<file path="config.mk">
export PLATFORM = sky130hd
export DESIGN_NAME = cube_map_face_texel_select
export DESIGN_NICKNAME = d
export VERILOG_FILES = /design/src/rtl/core/cmfts_pkg.sv /design/src/rtl/core/cmfts_front.sv /design/src/rtl/core/cmfts_queue.sv /design/src/rtl/core/cmfts_back.sv /design/src/rtl/core/cube_map_face_texel_select.sv
export SDC_FILE = /design/constraint.sdc
export NUM_CORES = 2
export LEC_CHECK = 0
export BUFFER_PORTS_ARGS = -buffer_cell sky130_fd_sc_hd__clkbuf_2
export CAP_MARGIN = 20
export CORE_UTILIZATION = 54
export DETAILED_ROUTE_END_ITERATION = 16
export HOLD_SLACK_MARGIN = 0.1
export MAX_ROUTING_LAYER = met4
export PLACE_DENSITY = 0.73
export SLEW_MARGIN = 20
export SYNTH_ARGS = -nofsm -noshare
export SYNTH_HDL_FRONTEND = slang
export SYNTH_SLANG_ARGS = --single-unit
</file>
<file path="constraint.sdc">
create_clock -name i_clk -period 107.4 [get_ports i_clk]
set_input_delay 10.74 -clock i_clk [delete_from_list [all_inputs] [get_ports i_clk]]
set_output_delay 10.74 -clock i_clk [all_outputs]
set_load 0.01 [all_outputs]
</file>
<file path="src/rtl/core/cmfts_pkg.sv">
// Shared constants for the cube-map face and texel select block.
// No dependencies.
`default_nettype none
package cmfts_pkg;
    localparam int FACE_W     = 3;
    localparam int TEXEL_W    = 12;
    localparam int SIZE_REG_W = 13;
    localparam int CFG_DATA_W = 32;
    localparam int CFG_ADDR_W = 3;

    localparam logic [FACE_W-1:0] FACE_POS_X = 3'd0;
    localparam logic [FACE_W-1:0] FACE_NEG_X = 3'd1;
    localparam logic [FACE_W-1:0] FACE_POS_Y = 3'd2;
    localparam logic [FACE_W-1:0] FACE_NEG_Y = 3'd3;
    localparam logic [FACE_W-1:0] FACE_POS_Z = 3'd4;
    localparam logic [FACE_W-1:0] FACE_NEG_Z = 3'd5;

    // register index, taken from paddr[2]
    localparam logic REG_FACE_WIDTH  = 1'b0;
    localparam logic REG_FACE_HEIGHT = 1'b1;
endpackage
`default_nettype wire

</file>
<file path="src/rtl/core/cmfts_front.sv">
// Front end: accepts a direction, finds major axis and face, forms the
// numerators and denominator of both texel ratios. Uses cmfts_pkg.
`default_nettype none
module cmfts_front #(
    parameter int CB = 16,
    parameter int EW = 3 + 1 + 3 * (CB + 1)
) (
    input  wire logic              i_clk,
    input  wire logic              i_rst_n,
    input  wire logic              i_valid,
    output      logic              o_ready,
    input  wire logic [CB-1:0]     i_dir_x,
    input  wire logic [CB-1:0]     i_dir_y,
    input  wire logic [CB-1:0]     i_dir_z,
    output      logic              o_valid,
    input  wire logic              i_ready,
    output      logic [EW-1:0]     o_entry   // face, zero, nx, ny, den from the lsb
);
    logic signed [CB:0] x, y, z, ax, ay, az, sc, tc, ma, sum_x, sum_y;
    logic [cmfts_pkg::FACE_W-1:0] face;
    logic zero;
    logic [CB:0] nx, ny, den;
    logic r_valid;
    logic [EW-1:0] r_entry;

    always_comb begin
        x  = (CB+1)'($signed(i_dir_x));
        y  = (CB+1)'($signed(i_dir_y));
        z  = (CB+1)'($signed(i_dir_z));
        ax = x[CB] ? -x : x;
        ay = y[CB] ? -y : y;
        az = z[CB] ? -z : z;
        zero = (x == '0) && (y == '0) && (z == '0);
        if (ax >= ay && ax >= az) begin
            ma = ax;
            tc = -y;
            if (!x[CB]) begin
                face = cmfts_pkg::FACE_POS_X;
                sc = -z;
            end else begin
                face = cmfts_pkg::FACE_NEG_X;
                sc = z;
            end
        end else if (ay >= az) begin
            ma = ay;
            sc = x;
            if (!y[CB]) begin
                face = cmfts_pkg::FACE_POS_Y;
                tc = z;
            end else begin
                face = cmfts_pkg::FACE_NEG_Y;
                tc = -z;
            end
        end else begin
            ma = az;
            tc = -y;
            if (!z[CB]) begin
                face = cmfts_pkg::FACE_POS_Z;
                sc = x;
            end else begin
                face = cmfts_pkg::FACE_NEG_Z;
                sc = -x;
            end
        end
        sum_x = sc + ma;
        sum_y = tc + ma;
        // zero vector: numerators 0 over 1 keep the divider harmless
        nx  = zero ? '0 : $unsigned(sum_x);
        ny  = zero ? '0 : $unsigned(sum_y);
        den = zero ? (CB+1)'(1) : {$unsigned(ma[CB-1:0]), 1'b0};
    end

    assign o_ready = !r_valid || i_ready;
    assign o_valid = r_valid;
    assign o_entry = r_entry;

    always_ff @(posedge i_clk) begin
        if (!i_rst_n) begin
            r_valid <= 1'b0;
        end else if (o_ready) begin
            r_valid <= i_valid;
        end
        if (o_ready && i_valid) begin
            r_entry <= {den, ny, nx, zero, face};
        end
    end
endmodule
`default_nettype wire

</file>
<file path="src/rtl/core/cmfts_queue.sv">
// Short request queue between front and back end.
// No package dependencies.
`default_nettype none
module cmfts_queue #(
    parameter int EW    = 8,
    parameter int DEPTH = 4
) (
    input  wire logic          i_clk,
    input  wire logic          i_rst_n,
    input  wire logic          i_valid,
    output      logic          o_ready,
    input  wire logic [EW-1:0] i_data,
    output      logic          o_valid,
    input  wire logic          i_ready,
    output      logic [EW-1:0] o_data
);
    localparam int AW = $clog2(DEPTH);
    logic [EW-1:0] r_mem [DEPTH];
    logic [AW-1:0] r_wr, r_rd;
    logic [AW:0]   r_cnt;
    logic push, pop;

    assign o_ready = r_cnt != (AW+1)'(DEPTH);
    assign o_valid = r_cnt != '0;
    assign o_data  = r_mem[r_rd];
    assign push = i_valid && o_ready;
    assign pop  = o_valid && i_ready;

    always_ff @(posedge i_clk) begin
        if (!i_rst_n) begin
            r_wr  <= '0;
            r_rd  <= '0;
            r_cnt <= '0;
        end else begin
            if (push) r_wr <= (r_wr == AW'(DEPTH-1)) ? '0 : r_wr + 1'b1;
            if (pop)  r_rd <= (r_rd == AW'(DEPTH-1)) ? '0 : r_rd + 1'b1;
            r_cnt <= r_cnt + (AW+1)'(push) - (AW+1)'(pop);
        end
        if (push) r_mem[r_wr] <= i_data;
    end
endmodule
`default_nettype wire

</file>
<file path="src/rtl/core/cmfts_back.sv">
// Back end: multiplies by face size, then a pipelined restoring divider
// (one quotient bit per stage) and clamp to size-1. Uses cmfts_pkg.
`default_nettype none
module cmfts_back #(
    parameter int CB = 16,
    parameter int SW = 13,
    parameter int EW = 3 + 1 + 3 * (CB + 1)
) (
    input  wire logic                          i_clk,
    input  wire logic                          i_rst_n,
    input  wire logic [SW-1:0]                 i_width,
    input  wire logic [SW-1:0]                 i_height,
    input  wire logic                          i_valid,
    output      logic                          o_ready,
    input  wire logic [EW-1:0]                 i_entry,
    output      logic                          o_valid,
    input  wire logic                          i_ready,
    output      logic [cmfts_pkg::FACE_W-1:0]  o_face,
    output      logic [cmfts_pkg::TEXEL_W-1:0] o_texel_x,
    output      logic [cmfts_pkg::TEXEL_W-1:0] o_texel_y,
    output      logic                          o_zero
);
    localparam int NW = CB + 1 + SW;
    localparam int QW = SW;
    localparam int TW = cmfts_pkg::TEXEL_W;
    localparam int FW = cmfts_pkg::FACE_W;

    logic advance;
    logic [FW-1:0] e_face;
    logic          e_zero;
    logic [CB:0]   e_nx, e_ny, e_den;

    logic          r_v    [QW+1];
    logic [FW-1:0] r_face [QW+1];
    logic          r_zero [QW+1];
    logic [CB:0]   r_den  [QW+1];
    logic [NW-1:0] r_rx   [QW+1];
    logic [NW-1:0] r_ry   [QW+1];
    logic [QW-1:0] r_qx   [QW+1];
    logic [QW-1:0] r_qy   [QW+1];

    logic          r_out_v;
    logic [FW-1:0] r_out_face;
    logic [TW-1:0] r_out_x, r_out_y;
    logic          r_out_zero;
    logic [QW-1:0] cx, cy;
    logic [QW+TW-1:0] ex, ey;

    assign {e_den, e_ny, e_nx, e_zero, e_face} = i_entry;
    assign advance = !r_out_v || i_ready;
    assign o_ready = advance;

    always_ff @(posedge i_clk) begin
        if (!i_rst_n) begin
            r_v[0] <= 1'b0;
        end else if (advance) begin
            r_v[0] <= i_valid;
        end
        if (advance) begin
            r_face[0] <= e_face;
            r_zero[0] <= e_zero;
            r_den[0]  <= e_den;
            r_rx[0]   <= NW'(e_nx) * NW'(i_width);
            r_ry[0]   <= NW'(e_ny) * NW'(i_height);
            r_qx[0]   <= '0;
            r_qy[0]   <= '0;
        end
    end

    for (genvar k = 1; k <= QW; k++) begin : g_div
        localparam int B = QW - k;
        logic [NW-1:0] trial;
        logic hx, hy;
        assign trial = NW'(r_den[k-1]) << B;
        assign hx = r_rx[k-1] >= trial;
        assign hy = r_ry[k-1] >= trial;
        always_ff @(posedge i_clk) begin
            if (!i_rst_n) begin
                r_v[k] <= 1'b0;
            end else if (advance) begin
                r_v[k] <= r_v[k-1];
            end
            if (advance) begin
                r_face[k] <= r_face[k-1];
                r_zero[k] <= r_zero[k-1];
                r_den[k]  <= r_den[k-1];
                r_rx[k]   <= hx ? r_rx[k-1] - trial : r_rx[k-1];
                r_ry[k]   <= hy ? r_ry[k-1] - trial : r_ry[k-1];
                r_qx[k]   <= r_qx[k-1] | (QW'(hx) << B);
                r_qy[k]   <= r_qy[k-1] | (QW'(hy) << B);
            end
        end
    end

    // quotient never exceeds size; equal means the far edge
    assign cx = (r_qx[QW] == i_width)  ? i_width  - 1'b1 : r_qx[QW];
    assign cy = (r_qy[QW] == i_height) ? i_height - 1'b1 : r_qy[QW];
    assign ex = {{TW{1'b0}}, cx};
    assign ey = {{TW{1'b0}}, cy};

    always_ff @(posedge i_clk) begin
        if (!i_rst_n) begin
            r_out_v <= 1'b0;
        end else if (advance) begin
            r_out_v <= r_v[QW];
        end
        if (advance) begin
            r_out_face <= r_face[QW];
            r_out_x    <= ex[TW-1:0];
            r_out_y    <= ey[TW-1:0];
            r_out_zero <= r_zero[QW];
        end
    end

    assign o_valid   = r_out_v;
    assign o_face    = r_out_face;
    assign o_texel_x = r_out_x;
    assign o_texel_y = r_out_y;
    assign o_zero    = r_out_zero;
endmodule
`default_nettype wire

</file>
<file path="src/rtl/core/cube_map_face_texel_select.sv">
// Cube-map face and texel select.
// Input stream: s_axis_tdata carries dir_x, dir_y, dir_z (signed), one
// direction per request. Output stream: m_axis_tdata carries face, texel_x,
// texel_y; m_axis_tuser carries zero_vector. One result per request, in order.
// Face sizes are set through the APB port: face_width at 0x0, face_height at
// 0x4 (13 bits each, reset 256); 0 acts as 1, values above MAX_FACE_SIZE act
// as MAX_FACE_SIZE. Write them only while no request is in flight.
// Throughput: one request per cycle while m_axis_tready stays high. A request
// passes the front register, the queue, the multiply register, the divider
// that retires one quotient bit per stage, and the output register before
// m_axis_tvalid rises (the front register loads at the accepting edge).
// A four-entry queue separates front and back; when m_axis_tready is low the
// back pipeline holds, the queue fills, then s_axis_tready drops.
// Synchronous active-low reset empties all stages and restores the sizes.
// Uses cmfts_pkg, cmfts_front, cmfts_queue, cmfts_back.
`default_nettype none
module cube_map_face_texel_select #(
    parameter int COMPONENT_BITS = 16,
    parameter int MAX_FACE_SIZE  = 4096
) (
    input  wire logic                              i_clk,
    input  wire logic                              i_rst_n,
    input  wire logic                              s_axis_tvalid,
    output      logic                              s_axis_tready,
    // dir_x, dir_y, dir_z from the lsb
    input  wire logic [((3*COMPONENT_BITS+7)/8)*8-1:0] s_axis_tdata,
    output      logic                              m_axis_tvalid,
    input  wire logic                              m_axis_tready,
    // face, texel_x, texel_y from the lsb
    output      logic [31:0]                       m_axis_tdata,
    // zero_vector
    output      logic                              m_axis_tuser,
    input  wire logic                              psel,
    input  wire logic                              penable,
    input  wire logic                              pwrite,
    input  wire logic [cmfts_pkg::CFG_ADDR_W-1:0]  paddr,
    input  wire logic [cmfts_pkg::CFG_DATA_W-1:0]  pwdata,
    output      logic [cmfts_pkg::CFG_DATA_W-1:0]  prdata,
    output      logic                              pready
);
    localparam int CB = COMPONENT_BITS;
    localparam int SW = $clog2(MAX_FACE_SIZE + 1);
    localparam int EW = cmfts_pkg::FACE_W + 1 + 3 * (CB + 1);
    localparam int RW = cmfts_pkg::SIZE_REG_W;
    localparam int FW = cmfts_pkg::FACE_W;
    localparam int TW = cmfts_pkg::TEXEL_W;

    logic [RW-1:0] r_width, r_height;
    logic [SW-1:0] eff_w, eff_h;
    logic f_valid, f_ready, q_valid, q_ready;
    logic [EW-1:0] f_entry, q_entry;
    logic [FW-1:0] b_face;
    logic [TW-1:0] b_x, b_y;

    assign pready = 1'b1;
    always_ff @(posedge i_clk) begin
        if (!i_rst_n) begin
            r_width  <= RW'(256);
            r_height <= RW'(256);
        end else if (psel && penable && pwrite) begin
            case (paddr[2])
                cmfts_pkg::REG_FACE_WIDTH:  r_width  <= pwdata[RW-1:0];
                cmfts_pkg::REG_FACE_HEIGHT: r_height <= pwdata[RW-1:0];
                default: ;
            endcase
        end
    end
    assign prdata = (paddr[2] == cmfts_pkg::REG_FACE_HEIGHT)
                  ? cmfts_pkg::CFG_DATA_W'(r_height) : cmfts_pkg::CFG_DATA_W'(r_width);

    always_comb begin
        if (r_width == '0)                  eff_w = SW'(1);
        else if (32'(r_width) > MAX_FACE_SIZE) eff_w = SW'(MAX_FACE_SIZE);
        else                                eff_w = SW'(r_width);
        if (r_height == '0)                  eff_h = SW'(1);
        else if (32'(r_height) > MAX_FACE_SIZE) eff_h = SW'(MAX_FACE_SIZE);
        else                                 eff_h = SW'(r_height);
    end

    cmfts_front #(.CB(CB), .EW(EW)) u_front (
        .i_clk   (i_clk),
        .i_rst_n (i_rst_n),
        .i_valid (s_axis_tvalid),
        .o_ready (s_axis_tready),
        .i_dir_x (s_axis_tdata[CB-1:0]),
        .i_dir_y (s_axis_tdata[2*CB-1:CB]),
        .i_dir_z (s_axis_tdata[3*CB-1:2*CB]),
        .o_valid (f_valid),
        .i_ready (f_ready),
        .o_entry (f_entry)
    );

    cmfts_queue #(.EW(EW), .DEPTH(4)) u_queue (
        .i_clk   (i_clk),
        .i_rst_n (i_rst_n),
        .i_valid (f_valid),
        .o_ready (f_ready),
        .i_data  (f_entry),
        .o_valid (q_valid),
        .i_ready (q_ready),
        .o_data  (q_entry)
    );

    cmfts_back #(.CB(CB), .SW(SW), .EW(EW)) u_back (
        .i_clk     (i_clk),
        .i_rst_n   (i_rst_n),
        .i_width   (eff_w),
        .i_height  (eff_h),
        .i_valid   (q_valid),
        .o_ready   (q_ready),
        .i_entry   (q_entry),
        .o_valid   (m_axis_tvalid),
        .i_ready   (m_axis_tready),
        .o_face    (b_face),
        .o_texel_x (b_x),
        .o_texel_y (b_y),
        .o_zero    (m_axis_tuser)
    );

    assign m_axis_tdata = {5'd0, b_y, b_x, b_face};
endmodule
`default_nettype wire

</file>
* Word level (Yosys, flattened, before mapping)
Memories as Yosys holds them, arrays and structs flattened. A register that Yosys moved wholly into a read port is not among the register bits.
Cells that the tools add are included.
** Cells by class
- Add/subtract/negate cells :: 37
- Bitwise logic cells :: 41
- Muxes and demuxes :: 76
- Reduce and logical (&&, ||, !) cells :: 21
- Multiply operators :: 2
- $lt $le $gt $ge :: 31
- Equal/unequal tests :: 5
** Operator list (count)
- 2-to-1 mux 30 bit :: 26
- 2-to-1 mux 17 bit :: 12
- 2-to-1 mux 13 bit :: 5
- greater-or-equal comparator 30 x 17 -> 1 bit :: 2
- greater-or-equal comparator 30 x 18 -> 1 bit :: 2
- greater-or-equal comparator 30 x 19 -> 1 bit :: 2
- greater-or-equal comparator 30 x 20 -> 1 bit :: 2
- greater-or-equal comparator 30 x 21 -> 1 bit :: 2
- greater-or-equal comparator 30 x 22 -> 1 bit :: 2
- greater-or-equal comparator 30 x 23 -> 1 bit :: 2
- greater-or-equal comparator 30 x 24 -> 1 bit :: 2
- greater-or-equal comparator 30 x 25 -> 1 bit :: 2
- greater-or-equal comparator 30 x 26 -> 1 bit :: 2
- greater-or-equal comparator 30 x 27 -> 1 bit :: 2
- greater-or-equal comparator 30 x 28 -> 1 bit :: 2
- greater-or-equal comparator 30 x 29 -> 1 bit :: 2
- multiplier 17 x 13 -> 30 bit :: 2
- subtractor 30 x 17 -> 30 bit :: 2
- subtractor 30 x 18 -> 30 bit :: 2
- subtractor 30 x 19 -> 30 bit :: 2
- subtractor 30 x 20 -> 30 bit :: 2
- subtractor 30 x 21 -> 30 bit :: 2
- subtractor 30 x 22 -> 30 bit :: 2
- subtractor 30 x 23 -> 30 bit :: 2
- 43 further kinds :: 128
** Word-level totals
- Bits in writable memories :: 1732
- Logic and storage cells :: 232
- Input bits :: 90
- Memories kept :: 9
- Bits in registers :: 113
- Output and inout port bits :: 68
** Memories
- u_back.r_rx :: depth 14, width 30, rd ports 13, clocked after Yosys merged registers in 0, write ports 14, RTL line cmfts_back.sv:37 : logic [NW-1:0] r_rx [QW+1];
- u_back.r_ry :: depth 14, width 30, rd ports 13, clocked after Yosys merged registers in 0, write ports 14, RTL line cmfts_back.sv:38 : logic [NW-1:0] r_ry [QW+1];
- u_back.r_den :: depth 14, width 17, rd ports 13, clocked after Yosys merged registers in 0, write ports 14, RTL line cmfts_back.sv:36 : logic [CB:0] r_den [QW+1];
- u_queue.r_mem :: depth 4, width 55, rd ports 1, clocked after Yosys merged registers in 1, write ports 1, RTL line cmfts_queue.sv:18 : logic [EW-1:0] r_mem [DEPTH];
- u_back.r_qx :: depth 14, width 13, rd ports 14, clocked after Yosys merged registers in 0, write ports 14, RTL line cmfts_back.sv:39 : logic [QW-1:0] r_qx [QW+1];
- u_back.r_qy :: depth 14, width 13, rd ports 14, clocked after Yosys merged registers in 0, write ports 14, RTL line cmfts_back.sv:40 : logic [QW-1:0] r_qy [QW+1];
- +3 memories

* Depth between registers and ports, before layout
- Depth in word-level cells :: 6
- Mapped depth :: 35
- Depth with buffers taken out :: 32

* By module
A second synthesis with hierarchy kept.
** Unflattened totals
- Cell total of the unflattened synthesis :: 8842
- Area, all modules :: 99461.6 µm²
** By module, submodules not included
- cmfts_back :: cells an instance 7432, times used 1, seq. area each 38476.9 µm², area an instance 82077.5 µm²
- cmfts_queue :: cells an instance 339, times used 1, seq. area each 6786.5 µm², area an instance 8401.8 µm²
- cmfts_front :: cells an instance 892, times used 1, seq. area each 1641.6 µm², area an instance 7395.8 µm²
- cube_map_face_texel_select :: cells an instance 179, times used 1, seq. area each 520.5 µm², area an instance 1586.5 µm²

* Worst setup path after synthesis
OpenSTA, ideal clock, no wires.
- Path kind :: input port to flip-flop
- Start :: in m_axis_tready
- End :: mem u_back.r_v[10] (data pin)
- Cell stages on the path :: 4
- Library setup time :: 329 ps
- Setup slack :: 59792 ps
- Arrival :: 47279 ps
- Buffers on the path :: 1
- Required time :: 107071 ps
- Cell sequence :: nor2b_1 -> inv_1 -> clkbuf_1 -> and3_1
** RTL lines
- start: declaration :: RTL line cube_map_face_texel_select.sv:28 : input wire logic m_axis_tready,
- end: declaration :: RTL line cmfts_back.sv:33 : logic r_v [QW+1];

* Worst setup path after layout
- Start :: in paddr[2] in the netlist's numbering
- End :: out prdata[0] in the netlist's numbering
** Between the ends
- Word-level cells in the longest chain between the ends :: 1
** Ends and longest elaborated chain
- start: declaration :: RTL line cube_map_face_texel_select.sv:36 : input wire logic [cmfts_pkg::CFG_ADDR_W-1:0] paddr,
- 2-to-1 mux 13 bit :: RTL line cube_map_face_texel_select.sv:69 : ? cmfts_pkg::CFG_DATA_W'(r_height) : cmfts_pkg::CFG_DATA_W'(r_width);
- end: declaration :: RTL line cube_map_face_texel_select.sv:38 : output logic [cmfts_pkg::CFG_DATA_W-1:0] prdata,
Every way passes these cells.

==> impl_metrics.env <==
export IMPL_postSynth_topFlopCell="sky130_fd_sc_hd__edfxtp_1"
export IMPL_remaining_drc_errors=0
export IMPL_first_pass_iteration_count_of_the_detailed_router=5
export IMPL_timing_final_setup_violations=0
export IMPL_post_route_ant_nets=0
export IMPL_grt_util_met2_pct=47.1
export IMPL_clock_latency_ns=0.83
export IMPL_timing_setup_critical_path_class="in -> out"
export IMPL_grt_start_max_net_pins=117
export IMPL_post_synth_cell_area_avg_um2=11.1
export IMPL_power_density_nw_per_um2=35.5
export IMPL_timing_critical_path_fanout_max=17
export IMPL_cts_buffers_inserted=165
export IMPL_worstSetupStartpointType="input pin"
export IMPL_final_min_period_over_clock_period_pct=21.0
export IMPL_crit_arrival_ns=11.84
export IMPL_cts_tree="done"
export IMPL_place_port_buffers=111
export IMPL_timing_final_crit_period_ns=22.58
export IMPL_post_cts_setup_buffers=0
export IMPL_timing_slew_headroom_pct=26.5
export IMPL_globalRouteOverflowTotal=0
export IMPL_hold_class="reg -> reg"
export IMPL_detailedRoute_firstIterationViolations=5583
export IMPL_drive_gt1_share_pct=7.57
export IMPL_synthCells=8808
export IMPL_place_gp_congestion=0.961
export IMPL_dp_final_hpwl_um=193000
export IMPL_synth_simple_gate_area_share_pct=12.4
export IMPL_max_cap_viol_count=0
export IMPL_ctsHtreeMaxLevel=4
export IMPL_grtUsageMet1_pct=35.2
export IMPL_vias=66800
export IMPL_globalRouteMet3Util_pct=2.97
export IMPL_syn_cell_area_um2=97900
export IMPL_synth_compound_area_share_pct=10.4
export IMPL_clock_transition_time_at_the_flip_flop_clock_pins_of_the_worst_setup_and_hold_paths_ns=0.06
export IMPL_worst_pin_slew_ns=1.10
export IMPL_core_um2=179000
export IMPL_die_width_um=428
export IMPL_final_max_slew_violation_count=0
export IMPL_postLayoutCoreUtil_pct=59.6
export IMPL_result_of_the_run="completed"
export IMPL_yosys_mux_area_fraction_pct=2.83
export IMPL_initial_utilization_pct=54.7
export IMPL_antenna_found_initial=10
export IMPL_grt_setup_unrepaired="false"
export IMPL_wire_per_inst_um=21.9
export IMPL_wirelength_um=250000
export IMPL_synth_adder_area_share_pct=16.2
export IMPL_flow_area_growth_from_synthesis_pct=8.99
export IMPL_synth_distinct_cells=87
export IMPL_synth_xor_area_share_pct=5.77
export IMPL_tns_setup_ns=0
export IMPL_power_static_leakage_nw=44.4
export IMPL_die_ht_um=428
export IMPL_asyncSetResetFlopFracSynth_pct=0
export IMPL_skew_ns=0.0297
export IMPL_finalHoldViolCount=0
export IMPL_floorplan_rows=155
export IMPL_synth_edf_count=1537
export IMPL_boundaryPins=158
export IMPL_post_cts_resized=0
export IMPL_clock_sinks=1575
export IMPL_grt_pass1_wl_um=383000
export IMPL_ir_drop_uv=17.9
export IMPL_endpoint_kind="output pin"
export IMPL_cts_root_buf="sky130_fd_sc_hd__clkbuf_16"
export IMPL_grt_resource_usage_total_pct=28.0
export IMPL_max_freq_mhz=44.3
export IMPL_fp_dieArea_um2=183000
export IMPL_required_ns=96.66
export IMPL_synth_ff_latch_count=1575
export IMPL_gr_max_usage_layer="met2"
export IMPL_cts_root_to_sink_buffers=3
export IMPL_drt_via_density=5.85
export IMPL_synth_top_family_by_area="adder cells"
export IMPL_sequential_area_share_after_synthesis_pct=47.9
export IMPL_final_net_count=10100
export IMPL_holdBufCountCts=0
export IMPL_ys_warn_count=0
export IMPL_first_global_vias=65800
## power by group
part,switching [mW],internal (mW),leakage (nW)
clock network,0.248,0.332,2.67
registers,0.188,1.06,16.3
logic,1.15,0.816,25.4
## cells in the mapped netlist, types with 86 or more instances
master	n	share of area, %
sky130_fd_sc_hd__o21a_1	102	0.78
sky130_fd_sc_hd__edfxtp_1	1537	47
sky130_fd_sc_hd__nor2_1	647	2.5
sky130_fd_sc_hd__and2_1	137	0.88
sky130_fd_sc_hd__nor2b_1	110	0.70
sky130_fd_sc_hd__nand2_1	800	3.1
sky130_fd_sc_hd__fa_1	357	7.3
sky130_fd_sc_hd__xnor2_1	361	3.2
sky130_fd_sc_hd__nand4_1	86	0.55
sky130_fd_sc_hd__a21o_1	175	1.3
sky130_fd_sc_hd__o21ai_0	402	2.1
sky130_fd_sc_hd__clkbuf_1	200	0.77
sky130_fd_sc_hd__nand3_1	118	0.60
sky130_fd_sc_hd__nor3_1	169	0.86
sky130_fd_sc_hd__ha_1	696	8.9
sky130_fd_sc_hd__xor2_1	280	2.5
sky130_fd_sc_hd__mux2_2	124	1.4
sky130_fd_sc_hd__a21oi_1	498	2.5
sky130_fd_sc_hd__inv_1	890	3.4
sky130_fd_sc_hd__nand2b_1	116	0.74
## through the flow
stage               cells  cell area [µm²]  hold WS, ns  setup slack (ns)  total power, mW
floorplan            8831            98000        0.400             59.79             2.61
global placement    11100           101000        0.400             84.85             3.14
detailed placement  11100           101000        0.405             84.84             3.19
CTS                 11400           107000        0.398             84.84             3.79
global route        11400           107000        0.405             84.81             4.06
finish              11400           107000        0.402             84.82             3.79
## critical path, stage by stage
cell,delay (ns)
sky130_fd_sc_hd__clkbuf_2,0.47
sky130_fd_sc_hd__mux2_2,0.45
sky130_fd_sc_hd__clkbuf_2,0.15
## flip-flops by register name, indices dropped and copies added (netlist names), 13 cells and up, named ones only
signal,cells
u_back.r_ry,390
u_back.r_qy,91
u_back.r_den,222
r_width,13
u_back.r_v,14
u_queue.r_mem,216
u_back.r_face,42
u_back.r_rx,390
u_back.r_qx,91
u_front.o_entry,54
r_height,13
## cell usage in the layout (no fill, tap or decap), types with 52 or more instances in the layout
cell type	synthesis	layout
sky130_fd_sc_hd__mux2_2	124	124
sky130_fd_sc_hd__ha_1	696	696
sky130_fd_sc_hd__nand3_1	118	116
sky130_fd_sc_hd__nor4_1	77	76
sky130_fd_sc_hd__buf_4	25	71
sky130_fd_sc_hd__a21oi_1	498	494
sky130_fd_sc_hd__fa_1	357	357
sky130_fd_sc_hd__o31ai_1	53	52
sky130_fd_sc_hd__inv_1	890	889
sky130_fd_sc_hd__a21boi_0	59	59
sky130_fd_sc_hd__clkbuf_2	0	111
sky130_fd_sc_hd__o21ai_0	402	401
sky130_fd_sc_hd__xnor2_1	361	361
sky130_fd_sc_hd__xor2_1	280	280
sky130_fd_sc_hd__mux2i_1	53	53
sky130_fd_sc_hd__clkbuf_16	0	165
sky130_fd_sc_hd__and2_1	137	133
sky130_fd_sc_hd__or3_1	80	79
sky130_fd_sc_hd__edfxtp_1	1537	1537
sky130_fd_sc_hd__nand2b_1	116	116
sky130_fd_sc_hd__nand4_1	86	86
sky130_fd_sc_hd__nor2_1	647	645
sky130_fd_sc_hd__nor2b_1	110	106
sky130_fd_sc_hd__nor3_1	169	167
sky130_fd_sc_hd__nand2_1	800	800
sky130_fd_sc_hd__a21o_1	175	175
sky130_fd_sc_hd__o21a_1	102	102
## final timing paths
| path | end | slack, ns | startpoint | cells after the start |
|---|---|---|---|---|
| min | u_back.r_qy[1][24] | 0.40 | u_back.r_qy[1][11] | 0 |
| max reg2reg | u_back.r_ry[0][29] | 99.44 | flop | 21 |
| max | prdata[0] | 84.82 | paddr[2] | 3 |
| min reg2reg | u_back.r_qy[1][24] | 0.40 | u_back.r_qy[1][11] | 0 |
## cell type report
type                            count  area [µm²]
Antenna cell                        4        10.0
Clock buffer                      199        4280
Clock inverter                    103        1250
Fill cell                       14500       72500
Inverter                          892        3360
Multi-Input combinational cell   6115       46900
Sequential cell                  1575       46900
Tap cell                         2355        2950
Timing Repair Buffer              183        1100
## per-layer routing
layer  vias to the layer above  wire length, µm
li1                      31500                -
met1                     32800           104000
met2                      1997           124000
met3                       459            12900
met4                         0             9300
met5                         -                0
## cell families after synthesis
logic type | count (synthesis)
mux | 215
other cells | 2
compound gates | 1638
flops | 1575
xor+xnor | 643
fa+ha+maj | 1053
buf+inv | 1141
simple gates | 2541
(Power assumes the default switching activity.)
